--- src/hw/rtl/rcad_pkg.sv ---
// ----------------------------------------------------------------------------
// rcad_pkg
// Shared types and constants of the cutout address decoder.
// ----------------------------------------------------------------------------
`default_nettype none

package rcad_pkg;

   // action codes of an input transaction
   localparam logic [1:0] ACT_START  = 2'd0;
   localparam logic [1:0] ACT_SAMPLE = 2'd1;
   localparam logic [1:0] ACT_DECODE = 2'd2;
   localparam logic [1:0] ACT_CLEAR  = 2'd3;

   localparam int DEF_SAMPLE_DEPTH = 64;
   localparam int MIN_SAMPLES      = 40;
   localparam int MIN_WINDOW       = 20;
   localparam int SEARCH_SPAN      = 20;
   localparam int HIGH_OFFSET      = 128;
   localparam int BIT_COUNT        = 8;
   localparam int AGREE_DEPTH      = 4;
   localparam int LOW_BIT          = 2;
   localparam int HIGH_BIT         = 3;

   typedef struct packed {
      logic [1:0]  action;
      logic [11:0] sample;
   } req_type;

   typedef struct packed {
      logic [14:0] last_address;
      logic        address_updated;
      logic [7:0]  channel_one;
      logic [7:0]  channel_two;
   } rsp_type;

   // decoder status toward the top level
   typedef struct packed {
      logic       done;
      logic [7:0] ch1;
      logic [7:0] ch2;
   } dec_stat_type;

   typedef enum logic [2:0] {
      DEC_IDLE,
      DEC_SETUP,
      DEC_WSTART,
      DEC_MINMAX,
      DEC_THR,
      DEC_SEARCH,
      DEC_BITS,
      DEC_DONE
   } dec_state_type;

endpackage

`default_nettype wire

--- src/hw/rtl/rcad_sample_store.sv ---
// ----------------------------------------------------------------------------
// rcad_sample_store
// Sample memory: one write port, one read port with registered read data.
// ----------------------------------------------------------------------------
`default_nettype none

module rcad_sample_store #(
   parameter int SAMPLE_DEPTH = 64,
   parameter int AW = $clog2(SAMPLE_DEPTH)
) (
   input  wire logic          clock,
   input  wire logic          wr_en,
   input  wire logic [AW-1:0] wr_addr,
   input  wire logic [11:0]   wr_data,
   input  wire logic [AW-1:0] rd_addr,
   output logic [11:0]        rd_data
);

   logic [11:0] mem [SAMPLE_DEPTH];
   logic [11:0] rd_data_ff;

   // write port
   always_ff @(posedge clock) begin
      if (wr_en) begin
         mem[wr_addr] <= wr_data;
      end
   end

   // read port, registered read data
   always_ff @(posedge clock) begin
      rd_data_ff <= mem[rd_addr];
   end

   assign rd_data = rd_data_ff;

endmodule

`default_nettype wire

--- src/hw/rtl/rcad_window_decoder.sv ---
// ----------------------------------------------------------------------------
// rcad_window_decoder
// Walks the sample store over two windows: min/max, threshold, falling
// crossing search and bit sampling, giving the two channel bytes.
// ----------------------------------------------------------------------------
`default_nettype none

module rcad_window_decoder
   import rcad_pkg::*;
#(
   parameter int SAMPLE_DEPTH = 64,
   parameter int AW = $clog2(SAMPLE_DEPTH),
   parameter int CW = $clog2(SAMPLE_DEPTH + 1)
) (
   input  wire logic          clock,
   input  wire logic          reset,
   input  wire logic          start,
   input  wire logic [CW-1:0] count,
   input  wire logic          ack,
   output logic [AW-1:0]      rd_addr,
   input  wire logic [11:0]   rd_data,
   output dec_stat_type       stat
);

   // n/3 by reciprocal multiplication
   localparam int S  = CW + 2;
   localparam int PW = CW + S;
   localparam logic [S-1:0] RECIP3 = S'(((2 ** S) + 2) / 3);

   dec_state_type state_ff, state_in;
   logic          win_ff, win_in;
   logic [CW-1:0] base_ff, base_in, len_ff, len_in, cnt_ff, cnt_in, doff_ff, doff_in;
   logic [PW-1:0] prod_ff, prod_in;
   logic          dvld_ff, dvld_in;
   logic [11:0]   lo_ff, lo_in, hi_ff, hi_in, thr_ff, thr_in, prev_ff, prev_in;
   logic [4:0]    sb_ff, sb_in;
   logic [7:0]    val_ff, val_in, ch1_ff, ch1_in, ch2_ff, ch2_in;

   logic          issue;
   logic [CW-1:0] issue_off, bit_off, limit;
   logic          wend;
   logic [7:0]    wres;
   logic [12:0]   mid_sum;

   always_ff @(posedge clock) begin
      if (reset) begin
         state_ff <= DEC_IDLE;
         dvld_ff  <= 1'b0;
      end else begin
         state_ff <= state_in;
         dvld_ff  <= dvld_in;
      end
   end

   always_ff @(posedge clock) begin
      win_ff  <= win_in;
      base_ff <= base_in;
      len_ff  <= len_in;
      cnt_ff  <= cnt_in;
      doff_ff <= doff_in;
      prod_ff <= prod_in;
      lo_ff   <= lo_in;
      hi_ff   <= hi_in;
      thr_ff  <= thr_in;
      prev_ff <= prev_in;
      sb_ff   <= sb_in;
      val_ff  <= val_in;
      ch1_ff  <= ch1_in;
      ch2_ff  <= ch2_in;
   end

   assign bit_off = CW'(sb_ff) + (cnt_ff << 1) + CW'(3);
   assign limit   = (len_ff == CW'(MIN_WINDOW)) ? CW'(SEARCH_SPAN - 1) : CW'(SEARCH_SPAN);
   assign mid_sum = {1'b0, lo_ff} + {1'b0, hi_ff};
   assign rd_addr = AW'(base_ff + issue_off);

   // sequencer
   always_comb begin
      state_in  = state_ff;
      win_in    = win_ff;
      base_in   = base_ff;
      len_in    = len_ff;
      cnt_in    = cnt_ff;
      prod_in   = prod_ff;
      lo_in     = lo_ff;
      hi_in     = hi_ff;
      thr_in    = thr_ff;
      prev_in   = prev_ff;
      sb_in     = sb_ff;
      val_in    = val_ff;
      ch1_in    = ch1_ff;
      ch2_in    = ch2_ff;
      issue     = 1'b0;
      issue_off = cnt_ff;
      wend      = 1'b0;
      wres      = 8'd0;

      case (state_ff)
         DEC_IDLE: begin
            if (start) begin
               base_in  = count >> 3;
               prod_in  = PW'(count) * PW'(RECIP3);
               state_in = DEC_SETUP;
            end
         end
         DEC_SETUP: begin
            len_in   = prod_ff[S +: CW];
            win_in   = 1'b0;
            state_in = DEC_WSTART;
         end
         DEC_WSTART: begin
            if (len_ff < CW'(MIN_WINDOW)) begin
               wend = 1'b1;
            end else begin
               lo_in    = 12'hFFF;
               hi_in    = 12'd0;
               cnt_in   = '0;
               state_in = DEC_MINMAX;
            end
         end
         DEC_MINMAX: begin
            if (dvld_ff) begin
               if (rd_data < lo_ff) lo_in = rd_data;
               if (rd_data > hi_ff) hi_in = rd_data;
            end
            if (cnt_ff < len_ff) begin
               issue  = 1'b1;
               cnt_in = cnt_ff + CW'(1);
            end else if (!dvld_ff) begin
               state_in = DEC_THR;
            end
         end
         DEC_THR: begin
            thr_in   = mid_sum[12:1];
            cnt_in   = '0;
            state_in = DEC_SEARCH;
         end
         DEC_SEARCH: begin
            if (dvld_ff) prev_in = rd_data;
            if (dvld_ff && doff_ff != '0 && prev_ff > thr_ff && rd_data < thr_ff) begin
               sb_in    = doff_ff[4:0];
               val_in   = 8'd0;
               cnt_in   = '0;
               state_in = DEC_BITS;
            end else if (cnt_ff < limit) begin
               issue  = 1'b1;
               cnt_in = cnt_ff + CW'(1);
            end else if (!dvld_ff) begin
               wend = 1'b1;
            end
         end
         DEC_BITS: begin
            issue_off = bit_off;
            if (dvld_ff && rd_data < thr_ff) begin
               val_in[doff_ff[2:0]] = 1'b1;
            end
            if (cnt_ff < CW'(BIT_COUNT) && bit_off < len_ff) begin
               issue  = 1'b1;
               cnt_in = cnt_ff + CW'(1);
            end else if (!dvld_ff) begin
               wend = 1'b1;
               wres = val_ff;
            end
         end
         DEC_DONE: begin
            if (ack) state_in = DEC_IDLE;
         end
         default: begin
            state_in = DEC_IDLE;
         end
      endcase

      // window finished: store byte, then next window or done
      if (wend) begin
         if (!win_ff) begin
            ch1_in   = wres;
            win_in   = 1'b1;
            base_in  = base_ff + len_ff;
            state_in = DEC_WSTART;
         end else begin
            ch2_in   = wres;
            state_in = DEC_DONE;
         end
      end
   end

   // track the offset of the read in flight
   assign dvld_in = issue;
   assign doff_in = (state_ff == DEC_BITS) ? cnt_ff : issue_off;

   assign stat.done = (state_ff == DEC_DONE);
   assign stat.ch1  = ch1_ff;
   assign stat.ch2  = ch2_ff;

endmodule

`default_nettype wire

--- src/hw/rtl/railcom_cutout_address_decoder.sv ---
// ----------------------------------------------------------------------------
// railcom_cutout_address_decoder
// Captures cutout samples, decodes the two channels and filters addresses.
// ----------------------------------------------------------------------------
// Usage:
//   req channel (valid/ready) carries one action and a 12-bit sample.
//   For start, sample and clear transactions a result appears in the rsp
//   register the cycle after acceptance, and a new request is taken while
//   the previous result is being taken.
//   A decode transaction with 40 or more stored samples runs the window
//   decoder over the sample memory: per window a min/max pass, the crossing
//   search and the bit sampling.
//   During a decode req_ready stays low.
//   Every transaction gives exactly one result. When rsp_ready is low the
//   result waits in the output register and no new request is taken
//   until it leaves.
//   Reset clears capture state, part latches, history and the published
//   address; sample memory contents are not cleared.
// ----------------------------------------------------------------------------
`default_nettype none

module railcom_cutout_address_decoder
   import rcad_pkg::*;
#(
   parameter int SAMPLE_DEPTH = DEF_SAMPLE_DEPTH
) (
   input  wire logic    clock,
   input  wire logic    reset,
   input  wire logic    req_valid,
   output logic         req_ready,
   input  wire req_type req_data,
   output logic         rsp_valid,
   input  wire logic    rsp_ready,
   output rsp_type      rsp_data
);

   localparam int AW = $clog2(SAMPLE_DEPTH);
   localparam int CW = $clog2(SAMPLE_DEPTH + 1);

   logic          capt_ff, capt_in;
   logic [CW-1:0] cnt_ff, cnt_in;
   logic          busy_ff, busy_in;
   logic [13:0]   lowp_ff, lowp_in, highp_ff, highp_in;
   logic          lowv_ff, lowv_in, highv_ff, highv_in;
   logic [15:0]   hist_ff [AGREE_DEPTH];
   logic [15:0]   hist_in [AGREE_DEPTH];
   logic [1:0]    hptr_ff, hptr_in;
   logic [15:0]   acc_ff, acc_in;
   logic          rvld_ff, rvld_in;
   rsp_type       rdat_ff, rdat_in;

   logic          accept, out_free, wr_en, dec_start, dec_ack;
   logic [AW-1:0] rd_addr;
   logic [11:0]   rd_data;
   dec_stat_type  dstat;
   logic [13:0]   part;
   logic [15:0]   addr;
   logic          all_eq, updated;

   assign out_free  = !rvld_ff || rsp_ready;
   assign req_ready = !busy_ff && out_free;
   assign accept    = req_valid && req_ready;
   assign wr_en     = accept && req_data.action == ACT_SAMPLE && capt_ff
                      && cnt_ff < CW'(SAMPLE_DEPTH);
   assign dec_start = accept && req_data.action == ACT_DECODE
                      && cnt_ff >= CW'(MIN_SAMPLES);
   assign dec_ack   = dstat.done && out_free;

   rcad_sample_store #(.SAMPLE_DEPTH(SAMPLE_DEPTH), .AW(AW)) u_store (
      .clock   (clock),
      .wr_en   (wr_en),
      .wr_addr (AW'(cnt_ff)),
      .wr_data (req_data.sample),
      .rd_addr (rd_addr),
      .rd_data (rd_data)
   );

   rcad_window_decoder #(.SAMPLE_DEPTH(SAMPLE_DEPTH), .AW(AW), .CW(CW)) u_dec (
      .clock   (clock),
      .reset   (reset),
      .start   (dec_start),
      .count   (cnt_ff),
      .ack     (dec_ack),
      .rd_addr (rd_addr),
      .rd_data (rd_data),
      .stat    (dstat)
   );

   always_ff @(posedge clock) begin
      if (reset) begin
         capt_ff  <= 1'b0;
         cnt_ff   <= '0;
         busy_ff  <= 1'b0;
         lowp_ff  <= '0;
         lowv_ff  <= 1'b0;
         highp_ff <= '0;
         highv_ff <= 1'b0;
         for (int i = 0; i < AGREE_DEPTH; i++) hist_ff[i] <= '0;
         hptr_ff  <= '0;
         acc_ff   <= '0;
         rvld_ff  <= 1'b0;
      end else begin
         capt_ff  <= capt_in;
         cnt_ff   <= cnt_in;
         busy_ff  <= busy_in;
         lowp_ff  <= lowp_in;
         lowv_ff  <= lowv_in;
         highp_ff <= highp_in;
         highv_ff <= highv_in;
         for (int i = 0; i < AGREE_DEPTH; i++) hist_ff[i] <= hist_in[i];
         hptr_ff  <= hptr_in;
         acc_ff   <= acc_in;
         rvld_ff  <= rvld_in;
      end
   end

   always_ff @(posedge clock) begin
      rdat_ff <= rdat_in;
   end

   // header byte and data byte form one address part
   assign part = {dstat.ch1, 6'd0} | {6'd0, dstat.ch2};

   // capture control, address filter and result register
   always_comb begin
      capt_in  = capt_ff;
      cnt_in   = cnt_ff;
      busy_in  = busy_ff;
      lowp_in  = lowp_ff;
      lowv_in  = lowv_ff;
      highp_in = highp_ff;
      highv_in = highv_ff;
      for (int i = 0; i < AGREE_DEPTH; i++) hist_in[i] = hist_ff[i];
      hptr_in  = hptr_ff;
      acc_in   = acc_ff;
      rvld_in  = rvld_ff && !rsp_ready;
      rdat_in  = rdat_ff;
      addr     = '0;
      all_eq   = 1'b0;
      updated  = 1'b0;

      if (accept) begin
         case (req_data.action)
            ACT_START: begin
               cnt_in  = '0;
               capt_in = 1'b1;
            end
            ACT_SAMPLE: begin
               if (wr_en) cnt_in = cnt_ff + CW'(1);
            end
            ACT_DECODE: begin
               capt_in = 1'b0;
               if (dec_start) busy_in = 1'b1;
            end
            ACT_CLEAR: begin
               acc_in = '0;
            end
            default: begin
               acc_in = acc_ff;
            end
         endcase
         if (!dec_start) begin
            rvld_in                 = 1'b1;
            rdat_in.last_address    = acc_in[14:0];
            rdat_in.address_updated = 1'b0;
            rdat_in.channel_one     = 8'd0;
            rdat_in.channel_two     = 8'd0;
         end
      end

      // decode finished: latch parts and run the agreement filter
      if (dec_ack) begin
         busy_in = 1'b0;
         if (dstat.ch1 != 8'd0) begin
            if (dstat.ch1[LOW_BIT]) begin
               lowp_in = part;
               lowv_in = 1'b1;
            end
            if (dstat.ch1[HIGH_BIT]) begin
               highp_in = part;
               highv_in = 1'b1;
            end
            if (lowv_in && highv_in) begin
               if (highp_in < 14'(HIGH_OFFSET)) begin
                  addr = {2'd0, lowp_in};
               end else begin
                  addr = 16'({highp_in - 14'(HIGH_OFFSET), 8'd0}) + {2'd0, lowp_in};
               end
               hist_in[hptr_ff] = addr;
               hptr_in = hptr_ff + 2'd1;
               all_eq = 1'b1;
               for (int i = 0; i < AGREE_DEPTH; i++) begin
                  if (hist_in[i] != addr) all_eq = 1'b0;
               end
               if (all_eq && !addr[15]) begin
                  acc_in   = addr;
                  updated  = 1'b1;
                  lowv_in  = 1'b0;
                  highv_in = 1'b0;
               end
            end
         end
         rvld_in                 = 1'b1;
         rdat_in.last_address    = acc_in[14:0];
         rdat_in.address_updated = updated;
         rdat_in.channel_one     = dstat.ch1;
         rdat_in.channel_two     = dstat.ch2;
      end
   end

   assign rsp_valid = rvld_ff;
   assign rsp_data  = rdat_ff;

   // checks
   a_no_req_while_busy: assert property (@(posedge clock) disable iff (reset)
      busy_ff |-> !req_ready) else $error("request taken during decode");
   a_count_bound: assert property (@(posedge clock) disable iff (reset)
      cnt_ff <= CW'(SAMPLE_DEPTH)) else $error("sample count past depth");
   a_done_in_busy: assert property (@(posedge clock) disable iff (reset)
      dstat.done |-> busy_ff) else $error("decoder done without decode");
   a_update_header: assert property (@(posedge clock) disable iff (reset)
      rsp_valid && rsp_data.address_updated |-> rsp_data.channel_one != 8'd0)
      else $error("address update without header");

endmodule

`default_nettype wire
--- config.mk ---
export PLATFORM = sky130hd
export DESIGN_NAME = railcom_cutout_address_decoder
export DESIGN_NICKNAME = d
export VERILOG_FILES = /design/src/hw/rtl/rcad_pkg.sv /design/src/hw/rtl/rcad_sample_store.sv /design/src/hw/rtl/rcad_window_decoder.sv /design/src/hw/rtl/railcom_cutout_address_decoder.sv
export SDC_FILE = /design/constraint.sdc
export NUM_CORES = 1
export LEC_CHECK = 0
export BUFFER_PORTS_ARGS = -buffer_cell sky130_fd_sc_hd__buf_2
export CAP_MARGIN = 20
export CORE_UTILIZATION = 45
export DETAILED_ROUTE_END_ITERATION = 12
export PLACE_DENSITY = 0.62
export SYNTH_ARGS = -nofsm -noshare
export SYNTH_HDL_FRONTEND = slang
export SYNTH_HIERARCHICAL = 1
export SYNTH_SLANG_ARGS = --single-unit
--- constraint.sdc ---
create_clock -name clock -period 13.1 [get_ports clock]
set_input_delay 0.655 -clock clock [delete_from_list [all_inputs] [get_ports clock]]
set_output_delay 0.655 -clock clock [all_outputs]
set_load 0.01 [all_outputs]
## After elaboration in Yosys (flattened, before gate mapping)

Memory sizes are Yosys's and may differ from the RTL's. A register that Yosys moved wholly into a read port is not among the register bits.
Index checks and enable logic that the tools add are counted.

| word-level totals | value |
|---|---|
| register bits | 214 |
| word-level logic and storage cells | 262 |
| output and inout port bits | 34 |
| memory bits (read-only) | 0 |
| bits in writable memories | 832 |
| input port bits | 18 |
| latch bits | 0 |
| memories | 2 |

Memories:

| memory | depth | bits a word | read ports | clocked after Yosys merged registers in | wr ports | line | text |
|---|---|---|---|---|---|---|---|
| u_store.mem | 64 | 12 | 1 | 1 | 1 | rcad_sample_store.sv:19 | `logic [11:0] mem [SAMPLE_DEPTH];` |
| hist_ff | 4 | 16 | 4 | 0 | 4 | railcom_cutout_address_decoder.sv:45 | `logic [15:0] hist_ff [AGREE_DEPTH];` |

| operators by class | value |
|---|---|
| reductions and logical operators | 51 |
| add/subtract/negate cells | 10 |
| equal/unequal tests | 32 |
| div/mod/pow operators | 0 |
| shift-type cells | 0 |
| bitwise operators | 8 |
| $mul | 1 |
| $lt $le $gt $ge | 16 |
| muxes and demuxes | 112 |

Operators by type and width:

| cell | number |
|---|---|
| $mux 16 | 15 |
| $mux 64 | 3 |
| $mux 32 | 3 |
| $mux 14 | 6 |
| $mux 7 | 12 |
| $mux 12 | 6 |
| $bwmux 64 | 1 |
| $ne 16x16->1 | 4 |
| $pmux 12 s2 | 2 |
| $mux 1 | 41 |
| $mux 8 | 5 |
| $pmux 7 s5 | 1 |
| $demux 16 s2 | 1 |
| $mux 3 | 9 |
| $gt 12x12->1 | 2 |
| $lt 12x12->1 | 2 |
| $pmux 3 s7 | 1 |
| $logic_and 1x1->1 | 18 |
| $ne 2x1->1 const B | 9 |
| $add 16x14->16 | 1 |
| $pmux 8 s2 | 1 |
| $reduce_and 2->1 | 8 |
| $reduce_bool 8->1 | 2 |
| $mul 7x8->15 const B | 1 |
| other kinds (50) | 76 |

## Longest topological paths before layout

| depth | value |
|---|---|
| depth after elaboration | 24 |
| depth in mapped cells | 19 |
| gate-level depth less buffers | 18 |

## By module

Netlist, hierarchy kept.

By module, submodules not included:

| module | instances | sequential area each (um^2) | cells each | area an instance (um^2) |
|---|---|---|---|---|
| rcad_sample_store | 1 | 23,302.3 | 1,554 | 30,150.2 |
| railcom_cutout_address_decoder | 1 | 3,383.2 | 867 | 7,871.3 |
| rcad_window_decoder | 1 | 3,243.1 | 692 | 7,591.0 |

## Worst setup path after synthesis

OpenSTA, ideal clock, no wires.

| path | value |
|---|---|
| path kind | reg-to-reg |
| start | register u_dec.ch1_ff[3] |
| end | register rdat_ff, in the netlist rsp_data[21] (data pin) |
| stages on the path, launching flop included | 16 |
| path buffers | 3 |
| path slack | 8,414 ps |
| required time | 12,844 ps |
| data arrival time | 4,430 ps |
| path through | edfxtp_1 clkbuf_1 mux2_2 ha_1 fa_1 a211o_1 o21ai_1 xnor2_1 mux2i_1 o211ai_1 a2111oi_1 nand4b_4 or4_1 buf_2 buf_6 a41o_1 |

RTL lines:

| item | line | text |
|---|---|---|
| start, declared | rcad_window_decoder.sv:37 | `logic [7:0] val_ff, val_in, ch1_ff, ch1_in, ch2_ff, ch2_in;` |
| start signal, assigned | rcad_window_decoder.sv:68 | `ch1_ff <= ch1_in;` |
| end signal, assigned | railcom_cutout_address_decoder.sv:118 | `rdat_ff <= rdat_in;` |
| end, declared | railcom_cutout_address_decoder.sv:50 | `rsp_type rdat_ff, rdat_in;` |

==> results.yml <==
worst_hold_path:
  hold_end: "capt_ff$_SDFFE_PP0P_"
  min_path_type: "in2reg"
  hold_depth: 4
  hold_start: "req_data[13]"
clock_tree:
  insertion_delay_ns: 0.73
  htree_levels: 3
  root_buffer: "clkbuf_16"
  cts_setup_buffers: 0
  cts_tree: "built"
  clock-sinks: 1047
  clk_pin_slew_ns: 0.06
  cts_resized: 0
  postCtsHoldBufs: 0
  clock_path_buffers: 3
  cts_made_buffers: 107
die:
  die_width_um: 320
  coreArea_um2: 100000
  die_h_um: 320
  core.rowCount: 116
  io-pin-count: 52
  start_util_pct: 45.5
  dieArea_um2: 103000
setup_path:
  rr_worst_depth: 12
  critPathCaptureType: "flip-flop"
  reg2reg_from: "u_dec/ch1_ff[2]$_DFFE_PP_"
  crit_type: "reg2reg"
  path_max_fanout: 22
  start_kind: "flip-flop"
  reg2reg_to: "rsp_data[29]$_DFFE_PP_"
  rrSetupSlack_ns: 7.20
  arrival_ns: 6.33
  crit_required_ns: 13.53
final_layout:
  mostFrequentLayoutCells: "edfxtp_1 (896), mux2i_1 (247), nor2_1 (242)"
  drive_above_1_share_pct: 14.6
  seq_area_um2: 29900
  multi_input_area_um2: 14500
  syn2layout_area_growth_pct: 12.8
  layout_commonest_cell: "edfxtp_1"
  nNetsFinal: 3382
  fin_area_um2: 51500
  n_fill_cell: 8231
detailed_routing:
  avgViaCountPerCell: 5.84
  num_vias: 27273
  drt-initial-drc-count: 2929
  drt-total-wl_um: 114000
  postRouteAntennaNets: 0
  drc: 0
  wl_per_cell_um: 24.5
  dr.pass1.iters: 6
synthesis:
  synth_area_um2: 45600
  yosysUniqueCellTypes: 95
  async_flop_share_pct: 0
  ys.flop_type: "edfxtp_1"
  synth-edff-count: 896
  ys_seq_area_share_pct: 65.6
  syn-instance-count: 3113
  yosysWarnings: 6
  ys_ff_latch: 1047
  synth_area_per_cell_um2: 14.7
  syn-num-nets: 3281
timing:
  min_period_over_period_pct: 45.0
  slew-limit-headroom_pct: 25.0
  timing.fmax_mhz: 170
  worst_pin_slew_ns: 1.12
  tns_ns: 0
  drv_slew: 0
  rsz0062_at_grt: "no"
  setup_viol: 0
  hold_viol: 0
  finalCriticalPeriod_ns: 5.90
  finClkSkew_ns: 0.0712
place:
  io_buffers: 51
  place.detailed.hpwl_um: 75100
  place.gp.congestion: 0.925
  dpl_cell_area_um2: 47600
global_route:
  grt_pass1_vias: 27123
  grt_max_degree: 91
  grt_pass1_wl_um: 171000
  grt_overflow: 0
  track_usage_pct: 22.2
  antenna_found_initial: 1
pwr:
  vdd_ir_drop_max_mv: 0.149
  p_per_area_nw_per_um2: 192
  leakagePower_nw: 18.3
run:
  max_cap_viol_count: 0
run_status:
  status: "finished, final reports clean"
==> stage by stage <==
| step | util, % | power, mW | setup WS (ns) | hold WS, ns | std cells |
|---|---|---|---|---|---|
| after floorplan | - | 5.80 | 8.41 | 0.400 | 3113 |
| after global placement | 47.3 | 6.70 | 7.51 | 0.408 | 4426 |
| after detailed placement | 47.4 | 6.76 | 7.32 | 0.407 | 4441 |
| after CTS | 51.1 | 9.92 | 7.29 | 0.310 | 4643 |
| after global routing | 51.3 | 10.2 | 6.96 | 0.339 | 4664 |
| final | 51.3 | 9.88 | 7.20 | 0.363 | 4669 |
==> worst max-delay path by stage <==
stage	depth (start not counted)	slack [ns]	startpoint	end
finish	12	7.20	u_dec/ch1_ff[2]$_DFFE_PP_	rsp_data[29]$_DFFE_PP_
global route	11	6.96	u_dec/ch1_ff[2]$_DFFE_PP_	rsp_data[29]$_DFFE_PP_
CTS	12	7.29	u_dec/ch1_ff[2]$_DFFE_PP_	rsp_data[29]$_DFFE_PP_
detailed placement	12	7.32	u_dec/ch1_ff[2]$_DFFE_PP_	rsp_data[29]$_DFFE_PP_
global placement	12	7.51	u_dec/ch1_ff[2]$_DFFE_PP_	rsp_data[19]$_DFFE_PP_
floorplan	15	8.41	u_dec/ch1_ff[3]$_DFFE_PP_	rsp_data[21]$_DFFE_PP_
==> synthesized netlist by cell type (all sizes together) (61+ instances only) <==
library cell / n / area share [%]
mux4: 79 / 3.9
mux2i: 252 / 5.6
a22oi: 91 / 1.5
a21oi: 96 / 1.1
inv: 121 / 1.0
a211oi: 73 / 1.2
edfxtp: 896 / 59
clkbuf: 90 / 0.74
nand2: 102 / 0.84
dfxtp: 151 / 6.6
buf: 79 / 1.1
nand3: 61 / 0.67
ha: 136 / 3.7
xnor2: 68 / 1.3
nor2: 247 / 2.0
==> power by group <==
part	internal (mW)	switching, mW	total, mW
clock network	1.85	1.32	3.17
logic	1.14	1.81	2.95
registers	3.67	0.0945	3.77
==> final cells by class <==
type / instances / area share, %
well taps: 1357 / 3.30
inverters: 122 / 0.890
clock buffers: 131 / 5.52
clock inverters: 71 / 1.67
multi-input cells: 1775 / 28.2
flip-flops and latches: 1047 / 58.1
repair buffers: 161 / 2.26
diodes: 5 / 0.0243
==> cells by family after synthesis <==
| logic type | after synthesis | synth area share, % |
|---|---|---|
| flip-flops | 1047 | 65.6 |
| AND/OR/NAND/NOR | 650 | 7.02 |
| AO/OA/AOI/OAI | 529 | 8.36 |
| multiplexers | 352 | 9.99 |
| buffers and inverters | 291 | 2.80 |
| adder cells (fa/ha/maj) | 150 | 4.35 |
| XOR/XNOR | 94 | 1.87 |
==> routing by layer <==
metal / vias to the layer above / wire (µm) / GRT usage (%)
li1: 12241 / - / -
met3: 215 / 7620 / 3.60
met2: 1036 / 53400 / 35.5
met4: 2 / 3700 / 7.16
met1: 13779 / 49600 / 31.0
met5: - / 13 / 0
==> critical path, stage by stage (launching register included) <==
cell	delay, ns
edfxtp_1	0.99
mux2i_2	0.62
inv_1	0.10
ha_1	0.41
o21ai_1	0.17
or4b_1	0.51
o2111ai_1	0.35
xnor2_1	0.22
o211ai_1	0.12
a2111oi_1	0.67
nand4b_4	0.35
or4_1	0.77
a41o_1	0.35
==> state kept, by name, indices dropped and copies added (netlist names), 7 cells and up <==
name	cells
highp_ff	14
acc_ff	15
hist_ff	64
u_dec/lo_ff	12
u_store/mem	768
lowp_ff	14
rsp_data	32
u_dec/cnt_ff	7
u_dec/ch1_ff	8
u_dec/hi_ff	12
u_dec/ch2_ff	8
u_dec/val_ff	8
cnt_ff	7
u_dec/doff_ff	7
u_dec/thr_ff	12
u_dec/prev_ff	12
u_store/rd_data	12
(Power assumes the default switching activity.)
